<file path="src/hdl/drld_pkg.sv">
// ----------------------------------------------------------------------------
// drld_pkg
// Types and constants of the data run list decoder.
// ----------------------------------------------------------------------------
`timescale 1ns / 1ps
`default_nettype none

package drld_pkg;

  typedef logic [63:0] cluster_t;
  typedef logic [7:0]  list_byte_t;
  typedef logic [3:0]  nibble_t;

  localparam list_byte_t EndHeader = 8'h00;
  localparam nibble_t    NibMax    = 4'd8;

  typedef enum logic [3:0] {
    PhHeader = 4'b0001,
    PhLength = 4'b0010,
    PhOffset = 4'b0100,
    PhHalted = 4'b1000
  } phase_e;

  typedef struct packed {
    cluster_t clusters;
    cluster_t base_cluster;
    logic     sparse;
    logic     done;
    logic     error;
  } run_t;

endpackage

`default_nettype wire

</file>
<file path="src/hdl/drld_if.sv">
// ----------------------------------------------------------------------------
// drld_if
// Valid/ready channels for run list bytes and decoded runs.
// ----------------------------------------------------------------------------
`timescale 1ns / 1ps
`default_nettype none

interface drld_list_if;
  logic                valid;
  logic                ready;
  drld_pkg::list_byte_t list_byte;
  logic                list_start;

  modport source (output valid, output list_byte, output list_start, input ready);
  modport sink   (input valid, input list_byte, input list_start, output ready);
endinterface

interface drld_run_if;
  logic              valid;
  logic              ready;
  drld_pkg::cluster_t run_clusters;
  drld_pkg::cluster_t run_start_cluster;
  logic              run_sparse;
  logic              list_done;
  logic              list_error;

  modport source (
    output valid, output run_clusters, output run_start_cluster,
    output run_sparse, output list_done, output list_error, input ready
  );
  modport sink (
    input valid, input run_clusters, input run_start_cluster,
    input run_sparse, input list_done, input list_error, output ready
  );
endinterface

`default_nettype wire

</file>
<file path="src/hdl/drld_core.sv">
// ----------------------------------------------------------------------------
// drld_core
// Decode state: header, little-endian length and offset bytes, running start.
// ----------------------------------------------------------------------------
`timescale 1ns / 1ps
`default_nettype none

module drld_core (
  input  wire logic                 clk_i,
  input  wire logic                 rst_ni,
  input  wire logic                 accept_i,
  input  wire drld_pkg::list_byte_t list_byte_i,
  input  wire logic                 list_start_i,
  output logic                      push_o,
  output drld_pkg::run_t            run_o
);

  drld_pkg::phase_e   phase_q, phase_d, ph;
  drld_pkg::nibble_t  len_left_q, len_left_d;
  drld_pkg::nibble_t  off_left_q, off_left_d;
  drld_pkg::nibble_t  off_size_q, off_size_d;
  logic [2:0]         shift_q, shift_d;
  drld_pkg::cluster_t len_acc_q, len_acc_d;
  drld_pkg::cluster_t off_acc_q, off_acc_d;
  drld_pkg::cluster_t prev_q, prev_d;

  drld_pkg::cluster_t prev, len_merge, off_merge, delta, sign_mask;
  drld_pkg::nibble_t  lo, hi, len_left_dec, off_left_dec;
  logic [5:0]         lane_sh, ext_sh, sign_idx;

  always_comb begin
    ph           = list_start_i ? drld_pkg::PhHeader : phase_q;
    prev         = list_start_i ? '0 : prev_q;
    lo           = list_byte_i[3:0];
    hi           = list_byte_i[7:4];
    lane_sh      = {shift_q, 3'b000};
    len_merge    = len_acc_q | (drld_pkg::cluster_t'(list_byte_i) << lane_sh);
    off_merge    = off_acc_q | (drld_pkg::cluster_t'(list_byte_i) << lane_sh);
    len_left_dec = len_left_q - 4'd1;
    off_left_dec = off_left_q - 4'd1;
    ext_sh       = {off_size_q[2:0], 3'b000};
    sign_idx     = ext_sh - 6'd1;
    sign_mask    = {64{1'b1}} << ext_sh;
    delta        = off_merge;
    if ((off_size_q != drld_pkg::NibMax) && off_merge[sign_idx]) begin
      delta = off_merge | sign_mask;
    end

    phase_d    = phase_q;
    len_left_d = len_left_q;
    off_left_d = off_left_q;
    off_size_d = off_size_q;
    shift_d    = shift_q;
    len_acc_d  = len_acc_q;
    off_acc_d  = off_acc_q;
    prev_d     = prev_q;
    push_o     = 1'b0;
    run_o      = '0;

    if (accept_i) begin
      phase_d = ph;
      prev_d  = prev;
      unique case (ph)
        drld_pkg::PhHeader: begin
          if (list_byte_i == drld_pkg::EndHeader) begin
            phase_d    = drld_pkg::PhHalted;
            push_o     = 1'b1;
            run_o.done = 1'b1;
          end else if (lo == 4'd0 || lo > drld_pkg::NibMax || hi > drld_pkg::NibMax) begin
            phase_d     = drld_pkg::PhHalted;
            push_o      = 1'b1;
            run_o.error = 1'b1;
          end else begin
            len_left_d = lo;
            off_left_d = hi;
            off_size_d = hi;
            shift_d    = '0;
            len_acc_d  = '0;
            off_acc_d  = '0;
            phase_d    = drld_pkg::PhLength;
          end
        end
        drld_pkg::PhLength: begin
          len_acc_d  = len_merge;
          len_left_d = len_left_dec;
          shift_d    = shift_q + 3'd1;
          if (len_left_dec == 4'd0) begin
            shift_d = '0;
            if (off_size_q == 4'd0) begin
              phase_d        = drld_pkg::PhHeader;
              push_o         = 1'b1;
              run_o.clusters = len_merge;
              run_o.sparse   = 1'b1;
            end else begin
              phase_d = drld_pkg::PhOffset;
            end
          end
        end
        drld_pkg::PhOffset: begin
          off_acc_d  = off_merge;
          off_left_d = off_left_dec;
          shift_d    = shift_q + 3'd1;
          if (off_left_dec == 4'd0) begin
            shift_d            = '0;
            prev_d             = prev + delta;
            phase_d            = drld_pkg::PhHeader;
            push_o             = 1'b1;
            run_o.clusters     = len_acc_q;
            run_o.base_cluster = prev + delta;
          end
        end
        default: begin
          phase_d = ph;
        end
      endcase
    end
  end

  always_ff @(posedge clk_i or negedge rst_ni) begin
    if (!rst_ni) begin
      phase_q    <= drld_pkg::PhHeader;
      len_left_q <= '0;
      off_left_q <= '0;
      off_size_q <= '0;
      shift_q    <= '0;
      prev_q     <= '0;
    end else begin
      phase_q    <= phase_d;
      len_left_q <= len_left_d;
      off_left_q <= off_left_d;
      off_size_q <= off_size_d;
      shift_q    <= shift_d;
      prev_q     <= prev_d;
    end
  end

  always_ff @(posedge clk_i) begin
    len_acc_q <= len_acc_d;
    off_acc_q <= off_acc_d;
  end

endmodule

`default_nettype wire

</file>
<file path="src/hdl/drld_obuf.sv">
// ----------------------------------------------------------------------------
// drld_obuf
// Two-entry result buffer: output register plus skid register.
// ----------------------------------------------------------------------------
`timescale 1ns / 1ps
`default_nettype none

module drld_obuf (
  input  wire logic           clk_i,
  input  wire logic           rst_ni,
  input  wire logic           push_i,
  input  wire drld_pkg::run_t run_i,
  input  wire logic           pop_ready_i,
  output logic                space_o,
  output logic                valid_o,
  output drld_pkg::run_t      run_o
);

  logic           out_v_q, out_v_d, skid_v_q, skid_v_d;
  drld_pkg::run_t out_q, out_d, skid_q, skid_d;
  logic           pop;

  assign pop     = out_v_q && pop_ready_i;
  assign space_o = !skid_v_q;
  assign valid_o = out_v_q;
  assign run_o   = out_q;

  always_comb begin
    out_v_d  = out_v_q;
    skid_v_d = skid_v_q;
    out_d    = out_q;
    skid_d   = skid_q;
    if (!out_v_q) begin
      if (push_i) begin
        out_v_d = 1'b1;
        out_d   = run_i;
      end
    end else if (pop) begin
      if (skid_v_q) begin
        out_d    = skid_q;
        skid_v_d = 1'b0;
      end else if (push_i) begin
        out_d = run_i;
      end else begin
        out_v_d = 1'b0;
      end
    end else if (push_i) begin
      skid_v_d = 1'b1;
      skid_d   = run_i;
    end
  end

  always_ff @(posedge clk_i or negedge rst_ni) begin
    if (!rst_ni) begin
      out_v_q  <= 1'b0;
      skid_v_q <= 1'b0;
    end else begin
      out_v_q  <= out_v_d;
      skid_v_q <= skid_v_d;
    end
  end

  always_ff @(posedge clk_i) begin
    out_q  <= out_d;
    skid_q <= skid_d;
  end

endmodule

`default_nettype wire

</file>
<file path="src/hdl/data_run_list_decoder.sv">
// ----------------------------------------------------------------------------
// data_run_list_decoder
// Run list decoder: one byte per transaction in, one run or status result out.
// ----------------------------------------------------------------------------
// The block takes one run list byte every clock cycle while list_i.ready is
// high and registers each result (run, end of list, or bad header) in the
// output register, or in the skid register while the output is held. The
// rate of one byte per cycle is set by the decode step and the start-cluster
// adder. The skid register behind the output register keeps list_i.ready
// high while one result waits; ready drops only when two results are held.
`timescale 1ns / 1ps
`default_nettype none

module data_run_list_decoder (
  input  wire logic clk_i,
  input  wire logic rst_ni,
  drld_list_if.sink list_i,
  drld_run_if.source run_o
);

  logic           accept, push, space;
  drld_pkg::run_t core_run, buf_run;

  assign list_i.ready = space;
  assign accept       = list_i.valid && space;

  drld_core u_core (
    .clk_i        (clk_i),
    .rst_ni       (rst_ni),
    .accept_i     (accept),
    .list_byte_i  (list_i.list_byte),
    .list_start_i (list_i.list_start),
    .push_o       (push),
    .run_o        (core_run)
  );

  drld_obuf u_obuf (
    .clk_i       (clk_i),
    .rst_ni      (rst_ni),
    .push_i      (push),
    .run_i       (core_run),
    .pop_ready_i (run_o.ready),
    .space_o     (space),
    .valid_o     (run_o.valid),
    .run_o       (buf_run)
  );

  assign run_o.run_clusters      = buf_run.clusters;
  assign run_o.run_start_cluster = buf_run.base_cluster;
  assign run_o.run_sparse        = buf_run.sparse;
  assign run_o.list_done         = buf_run.done;
  assign run_o.list_error        = buf_run.error;

endmodule

`default_nettype wire

</file>
<file path="src/flat_wrapper.sv">
// flat-port wrapper written by rule: the top's interface ports become plain ports
module data_run_list_decoder_flat 
  (clk_i, rst_ni, list_i_valid, list_i_list_byte, list_i_list_start, list_i_ready, run_o_valid, run_o_run_clusters, run_o_run_start_cluster, run_o_run_sparse, run_o_list_done, run_o_list_error, run_o_ready);
  drld_list_if list_i_i ();
  drld_run_if run_o_i ();
  input  wire logic clk_i;
  input  wire logic rst_ni;
  input wire logic [$bits(list_i_i.valid)-1:0] list_i_valid;
  input wire logic [$bits(list_i_i.list_byte)-1:0] list_i_list_byte;
  input wire logic [$bits(list_i_i.list_start)-1:0] list_i_list_start;
  output wire logic [$bits(list_i_i.ready)-1:0] list_i_ready;
  output wire logic [$bits(run_o_i.valid)-1:0] run_o_valid;
  output wire logic [$bits(run_o_i.run_clusters)-1:0] run_o_run_clusters;
  output wire logic [$bits(run_o_i.run_start_cluster)-1:0] run_o_run_start_cluster;
  output wire logic [$bits(run_o_i.run_sparse)-1:0] run_o_run_sparse;
  output wire logic [$bits(run_o_i.list_done)-1:0] run_o_list_done;
  output wire logic [$bits(run_o_i.list_error)-1:0] run_o_list_error;
  input wire logic [$bits(run_o_i.ready)-1:0] run_o_ready;
  assign list_i_i.valid = list_i_valid;
  assign list_i_i.list_byte = list_i_list_byte;
  assign list_i_i.list_start = list_i_list_start;
  assign list_i_ready = list_i_i.ready;
  assign run_o_valid = run_o_i.valid;
  assign run_o_run_clusters = run_o_i.run_clusters;
  assign run_o_run_start_cluster = run_o_i.run_start_cluster;
  assign run_o_run_sparse = run_o_i.run_sparse;
  assign run_o_list_done = run_o_i.list_done;
  assign run_o_list_error = run_o_i.list_error;
  assign run_o_i.ready = run_o_ready;
  data_run_list_decoder u_core (.clk_i(clk_i), .rst_ni(rst_ni), .list_i(list_i_i), .run_o(run_o_i));
endmodule
</file>
<file path="config.mk">
export PLATFORM = sky130hd
export DESIGN_NAME = data_run_list_decoder_flat
export DESIGN_NICKNAME = d
export VERILOG_FILES = /design/src/hdl/drld_pkg.sv /design/src/hdl/drld_if.sv /design/src/hdl/drld_core.sv /design/src/hdl/drld_obuf.sv /design/src/hdl/data_run_list_decoder.sv /design/src/flat_wrapper.sv
export SDC_FILE = /design/constraint.sdc
export NUM_CORES = 1
export LEC_CHECK = 0
export BUFFER_PORTS_ARGS = -buffer_cell sky130_fd_sc_hd__clkbuf_2
export CORE_MARGIN = 2
export CORE_UTILIZATION = 60
export DETAILED_ROUTE_END_ITERATION = 7
export GPL_TIMING_DRIVEN = 0
export PLACE_DENSITY = 0.79
export SLEW_MARGIN = 40
export SYNTH_ARGS = -nofsm -noshare
export SYNTH_HDL_FRONTEND = slang
export SYNTH_SLANG_ARGS = --single-unit
</file>
<file path="constraint.sdc">
create_clock -name clk_i -period 14.4 [get_ports clk_i]
set_input_delay 2.88 -clock clk_i [delete_from_list [all_inputs] [get_ports clk_i]]
set_output_delay 2.88 -clock clk_i [all_outputs]
set_load 0.1 [all_outputs]
</file>
Yosys cells after proc, flatten, opt, wreduce, memory -nomap -nowiden
Cells that the tools add are included.

Bits in registers: 475. Bits of input ports: 13. Output and inout port bits: 133. Word-level logic and storage cells: 119.

Add/subtract/negate cells: 5. Magnitude comparators: 3. Equal/unequal tests: 7. Shift-type cells: 2. Muxes and demuxes: 55. Bitwise gates (word level): 6. Reductions and logical operators: 21.

Operator list (count): 131-bit two-way mux (5); 64-bit two-way mux (9); 64-bit one-hot mux with 2 select lines (3); 64-bit OR (3); 128-bit two-way mux (1); 64-bit adder (1); 64-bit by 6-bit << shifter with 64-bit output (first input constant) (1); 8-bit by 6-bit << shifter with 64-bit output (1); 4-bit two-way mux (9); 4-bit zero test (4); 1-bit two-way mux (16); 4-bit one-hot mux with 2 select lines (2); 4-bit AND reduction (4); 3-bit two-way mux (5); 4-bit one-hot mux with 3 select lines (1); 3-bit one-hot mux with 3 select lines (1); 4-bit > comparator (second input constant) (2); 8-bit zero test (1); 4-bit by 1-bit subtractor with 4-bit output (second input constant) (2); 6-bit by 7-bit less-than comparator with 1-bit output (second input constant) (1); 1-bit binary-select mux with 6-bit select (1); 2-bit nonzero test (3); 6-bit by 1-bit subtractor with 6-bit output (second input constant) (1); 4-bit by 1-bit equality test with 1-bit output (second input constant) (1); other kinds (15) (21).

Longest topological paths before layout
Depth after elaboration: 14. Gate-level depth with buffers: 21. Mapped depth without buffers: 20.

Hierarchy
Synthesis repeated with hierarchy kept, for this count alone.

Cells, all modules: 2448. Area total of the unflattened synthesis: 25448.2 um^2.

Modules (own cells, without submodules): drld_core (instances 1, cells each 1722, area each 14506.4 um^2, sequential area each 5921.9 um^2); drld_obuf (instances 1, cells each 725, area each 10935.5 um^2, sequential area each 7917.6 um^2); data_run_list_decoder (instances 1, cells each 1, area each 6.3 um^2, sequential area each 0.0 um^2).

Worst setup path before layout
OpenSTA, ideal clock, no wires.

Path type: in2reg. From: input run_o_ready. To: register u_core.u_obuf.skid_q[0] (netlist bit) (enable). Setup time: 1.300 ns. Data arrival time: 12.209 ns. Data required time: 13.100 ns. Path slack: 0.890 ns. Stages on the path: 2. Path buffers: 0. Cell sequence: nand2b_1 > nor2_1.

Cells in the longest elaborated chain, start to end: 3.

RTL lines: start: declaration (line flat_wrapper.sv:18) `input wire logic [$bits(run_o_i.ready)-1:0] run_o_ready;`; 1-bit logical AND (line drld_obuf.sv:23) `assign pop = out_v_q && pop_ready_i;`; 1-bit inverter (no line); 3-bit AND reduction (no line); end signal: assignment (line drld_obuf.sv:65) `skid_q <= skid_d;`; end: declaration (line drld_obuf.sv:20) `drld_pkg::run_t out_q, out_d, skid_q, skid_d;`.

Every way passes these cells. A chain may end at the register's enable or synchronous reset.

==> impl_summary.txt <==
----------------------------------------------------
[Outcome]
  Status ... finished, final reports clean

[Synth]
  Syn_nets ... 2605
  Synthesized cell area ... around 25000 µm²
  Synth Flop Type ... sky130_fd_sc_hd__edfxtp_1
  Mean cell area of the mapped netlist ... slightly below 10 µm²
  Number of synthesized register bits ... between 400 and 500
  Number of different library cells in the post-synthesis netlist ... 74
  Portion of the post-synthesis area used by sequential elements ... 55.6%
  Number of synthesized flops with an enable pin ... between 300 and 400
  Proportion of synthesized flip-flops having asynchronous set or reset ... 17.9%
  Number of warnings reported in the yosys synthesis log ... 0
  Gate count after technology mapping ... 2514

[Routing]
  Starting DRT DRC Count ... about 2600
  Antenna violation net count after detailed routing ... 0
  Post-detailed-routing wire length ... around 84 mm
  Total via count in the routed design ... approximately 22000
  DR WL/cell ... 25.6 µm
  Per-cell via count in the routed design ... around 6.6
  Pre-antenna DRT Iters ... 6
  Post-route DRC ... 0

[STA]
  Normalized max-slew margin ... between 30% and 40%
  Setup TNS after final layout ... 0 ns
  Final clock period utilization by the worst path ... 62.8%
  Final-report hold violation count ... 0
  Slew Viols, Final ... 0
  Worst clock skew ... approximately 0.032 ns
  Min cycle time layout ... between 9 and 10 ns
  Setup violations, final ... 0
  Pin slew with the least headroom to its limit ... 0.963 ns
  Timing-limited maximum frequency ... between 100 and 150 MHz
  Setup slack after layout ... ~5.4 ns
  Setup repair after global routing missed its margin ... false

[Clocking]
  Root buffer selected by CTS ... sky130_fd_sc_hd__clkbuf_16
  Buffers inserted by post-CTS timing repair ... 0
  Clock latency of the later-clocked register in the worst-skew pair ... ~0.63 ns
  Number of buffers on the longest clock path ... 3
  Count of instances resized after the clock tree is built ... 0
  Maximum level of the CTS H-tree ... 2
  Clock tree from TritonCTS ... built
  CTS clock-pin slew for the worst setup and hold paths ... about 0.060 ns
  Number of sinks on the clock net ... around 480
  CTS Hold Bufs ... 0
  TritonCTS buffer count ... between 40 and 50

[Global route]
  Total congestion overflow after global routing ... 0
  First-pass GRT wire length ... 125 mm
  Largest net degree at the start of global routing ... slightly below 60
  Initial antenna violation count ... 2
  Vias in the first global route ... 20700
  Total GRT Usage ... 38.2%

[Worst setup path]
  Critical Setup Path Class ... input port to flop
  Crit Reg-Reg Endpoint ... u_core.u_obuf.run_o[49]$_DFFE_PP_
  Data arrival time of the critical path ... a little over 9 ns
  Slack of the worst reg-to-reg path ... ~7.1 ns
  Largest fanout on the critical path ... 8
  Beginning of the worst register-to-register path ... u_core.u_core.shift_q[0]$_DFFE_PN0P_
  Startpoint kind of the worst setup timing path ... input port
  Kind of end point of the critical path ... flop
  Required @ worst endpoint ... approximately 15 ns
  Start point of the critical path ... list_i_list_byte[7]
  Reg2Reg Depth ... 21

[Final layout]
  Net count of the finished layout ... roughly 2800
  Area grow syn2layout ... 13.7%
  Post-Route Utilization ... ~70%
  Finished layout cell area ... around 28000 µm²
  Layout cells sized above 1 ... roughly a tenth
  Antenna cell count ... 0

[Placement]
  Area after detailed placement ... 26600 µm²
  Detailed placer's ending HPWL ... roughly 61 mm
  Gp weighted congestion ... approximately 0.98
  Worst slack at placement ... about 5.1 ns
  Buffers on Ports ... 140

[Floorplan]
  Horizontal die dimension ... 208 µm
  Ports placed on the boundary ... roughly 150
  Die Height ... ~210 µm
  Core Rows ... 74
  Floorplan Core Area ... between 40000 and 50000 µm²
  Starting utilization of the core area ... between 60% and 70%
  Die area ... 43100 µm²

[Hold path]
  Number of instances on the worst hold path ... 2
  End point of the worst hold path ... u_core.u_core.prev_q[55]$_DFFE_PN0P_
  Hold path startpoint ... u_core.u_core.prev_q[55]$_DFFE_PN0P_
  Class of the most critical hold timing path ... flop to flop

[Flow run]
  Max-cap violations ... 0

[Power]
  Largest voltage drop on the vdd net ... approximately 0.37 mV
  Total power ... 6.50 mW
  Leakage Power ... ~11 nW
  Power Density ... approximately 230 nW/µm²

----------------------------------------------------
[cells in the mapped netlist (13+ instances only)]
cell                       instances  area [µm²]
sky130_fd_sc_hd__edfxtp_1        390       11700
sky130_fd_sc_hd__nor2_1          351        1320
sky130_fd_sc_hd__a21oi_1         339        1700
sky130_fd_sc_hd__nand2_1         304        1140
sky130_fd_sc_hd__o21ai_0         180         901
sky130_fd_sc_hd__clkbuf_1        145         544
sky130_fd_sc_hd__dfrtp_1          84        2100
sky130_fd_sc_hd__ha_1             77         963
sky130_fd_sc_hd__nor2b_1          73         457
sky130_fd_sc_hd__a22oi_1          66         495
sky130_fd_sc_hd__a21o_1           65         488
sky130_fd_sc_hd__inv_1            45         169
sky130_fd_sc_hd__xnor2_1          34         298
sky130_fd_sc_hd__nand3_1          33         165
sky130_fd_sc_hd__a31oi_1          29         181
sky130_fd_sc_hd__nand4_1          27         169
sky130_fd_sc_hd__nor3_1           25         125
sky130_fd_sc_hd__xor2_1           23         201
sky130_fd_sc_hd__o21bai_1         19         143
sky130_fd_sc_hd__and2_1           17         106
sky130_fd_sc_hd__o21a_1           16         120
sky130_fd_sc_hd__and3_1           15        93.8
sky130_fd_sc_hd__a211oi_1         13        97.6
[report_power, final]
| part | switching (mW) | total, mW | internal (mW) |
|---|---|---|---|
| clock network | 0.581 | 1.36 | 0.774 |
| logic | 2.56 | 3.15 | 0.587 |
| registers | 0.160 | 1.99 | 1.83 |
[cells in the final DEF, fill, tap and decap left out, drive strengths merged, types with 27 or more instances in the layout]
| cell | instances |
|---|---|
| ha | 77 |
| nand2 | 304 |
| a21oi | 339 |
| clkbuf | 340 |
| o21ai | 187 |
| a21o | 65 |
| dfrtp | 84 |
| edfxtp | 390 |
| nor2 | 351 |
| inv | 47 |
| nand4 | 27 |
| a22oi | 66 |
| buf | 28 |
| nand3 | 33 |
| nor2b | 73 |
| xnor2 | 34 |
| a31oi | 29 |
[area by class of cell]
type	instances	area [µm²]
inverter	45	174
clock buffer	54	1240
timing repair buffer	156	998
buffer	158	617
tap	532	666
sequential	475	13800
multi-input combinational	1836	10300
fill	3129	12600
clock inverter	37	443
[cell families (layout without fill, tap and decap cells)]
group / after synthesis / in the layout / synth area share, %
mux: 8 / 8 / 0.432
fa+ha+maj: 78 / 78 / 3.95
xor+xnor: 57 / 57 / 2.01
flops: 475 / 475 / 55.6
buf+inv: 203 / 450 / 3.08
compound gates: 805 / 805 / 19.3
simple gates: 888 / 888 / 15.7
[per-stage QoR]
stage / hold WS (ns) / instances
after global routing: 0.478 / 3293
after floorplan: 0.438 / 2514
final: 0.468 / 3293
after global placement: 0.451 / 3186
after CTS: 0.469 / 3291
after detailed placement: 0.455 / 3200
[sequential cells by signal, indices dropped and copies added, names as in the netlist]
register                  flops
u_core.u_core.off_left_q      4
u_core.u_core.off_size_q      4
u_core.u_obuf.run_o         131
u_core.u_obuf.skid_q        131
u_core.u_core.shift_q         3
u_core.u_core.len_acc_q      64
u_core.u_obuf.valid_o         1
u_core.u_core.phase_q         4
u_core.u_core.off_acc_q      64
u_core.u_core.len_left_q      4
u_core.u_obuf.skid_v_q        1
u_core.u_core.prev_q         64
[critical path: stages]
cell	delay (ns)
sky130_fd_sc_hd__clkbuf_2	0.10
sky130_fd_sc_hd__nor2b_1	0.12
sky130_fd_sc_hd__clkbuf_1	0.49
sky130_fd_sc_hd__a21oi_1	0.32
sky130_fd_sc_hd__mux4_2	0.54
sky130_fd_sc_hd__o221ai_1	0.37
sky130_fd_sc_hd__nand3_1	0.34
sky130_fd_sc_hd__inv_1	0.15
sky130_fd_sc_hd__nand2_1	0.23
sky130_fd_sc_hd__nand2_1	0.25
sky130_fd_sc_hd__ha_1	0.23
sky130_fd_sc_hd__fa_1	0.23
sky130_fd_sc_hd__a21oi_1	0.11
sky130_fd_sc_hd__o211ai_1	0.36
sky130_fd_sc_hd__nand3_1	0.21
sky130_fd_sc_hd__a211oi_1	0.54
sky130_fd_sc_hd__o21ai_0	0.24
sky130_fd_sc_hd__a21boi_1	0.62
sky130_fd_sc_hd__nor2_1	0.13
sky130_fd_sc_hd__a211oi_1	0.71
sky130_fd_sc_hd__a21oi_1	0.16
[how the worst max path moves through the flow]
stage,to,slack (ns),cells after the start
after floorplan,u_core.u_obuf.skid_q[0]$_DFFE_PP_,0.89,2
after global placement,u_core.u_obuf.skid_q[72]$_DFFE_PP_,-9.65,3
after detailed placement,u_core.u_obuf.run_o[49]$_DFFE_PP_,5.10,20
after CTS,u_core.u_obuf.run_o[49]$_DFFE_PP_,5.71,20
after global routing,u_core.u_obuf.run_o[49]$_DFFE_PP_,5.29,21
final,u_core.u_obuf.run_o[49]$_DFFE_PP_,5.36,21
[per-layer routing]
layer	track usage [%]	vias up	routed length, µm
li1	-	9547	-
met1	53.1	10600	33300
met2	58.8	1360	37800
met3	7.76	214	9000
met4	16.9	0	4130
met5	0	-	0
Note: power is estimated with default switching activity, not from simulation.
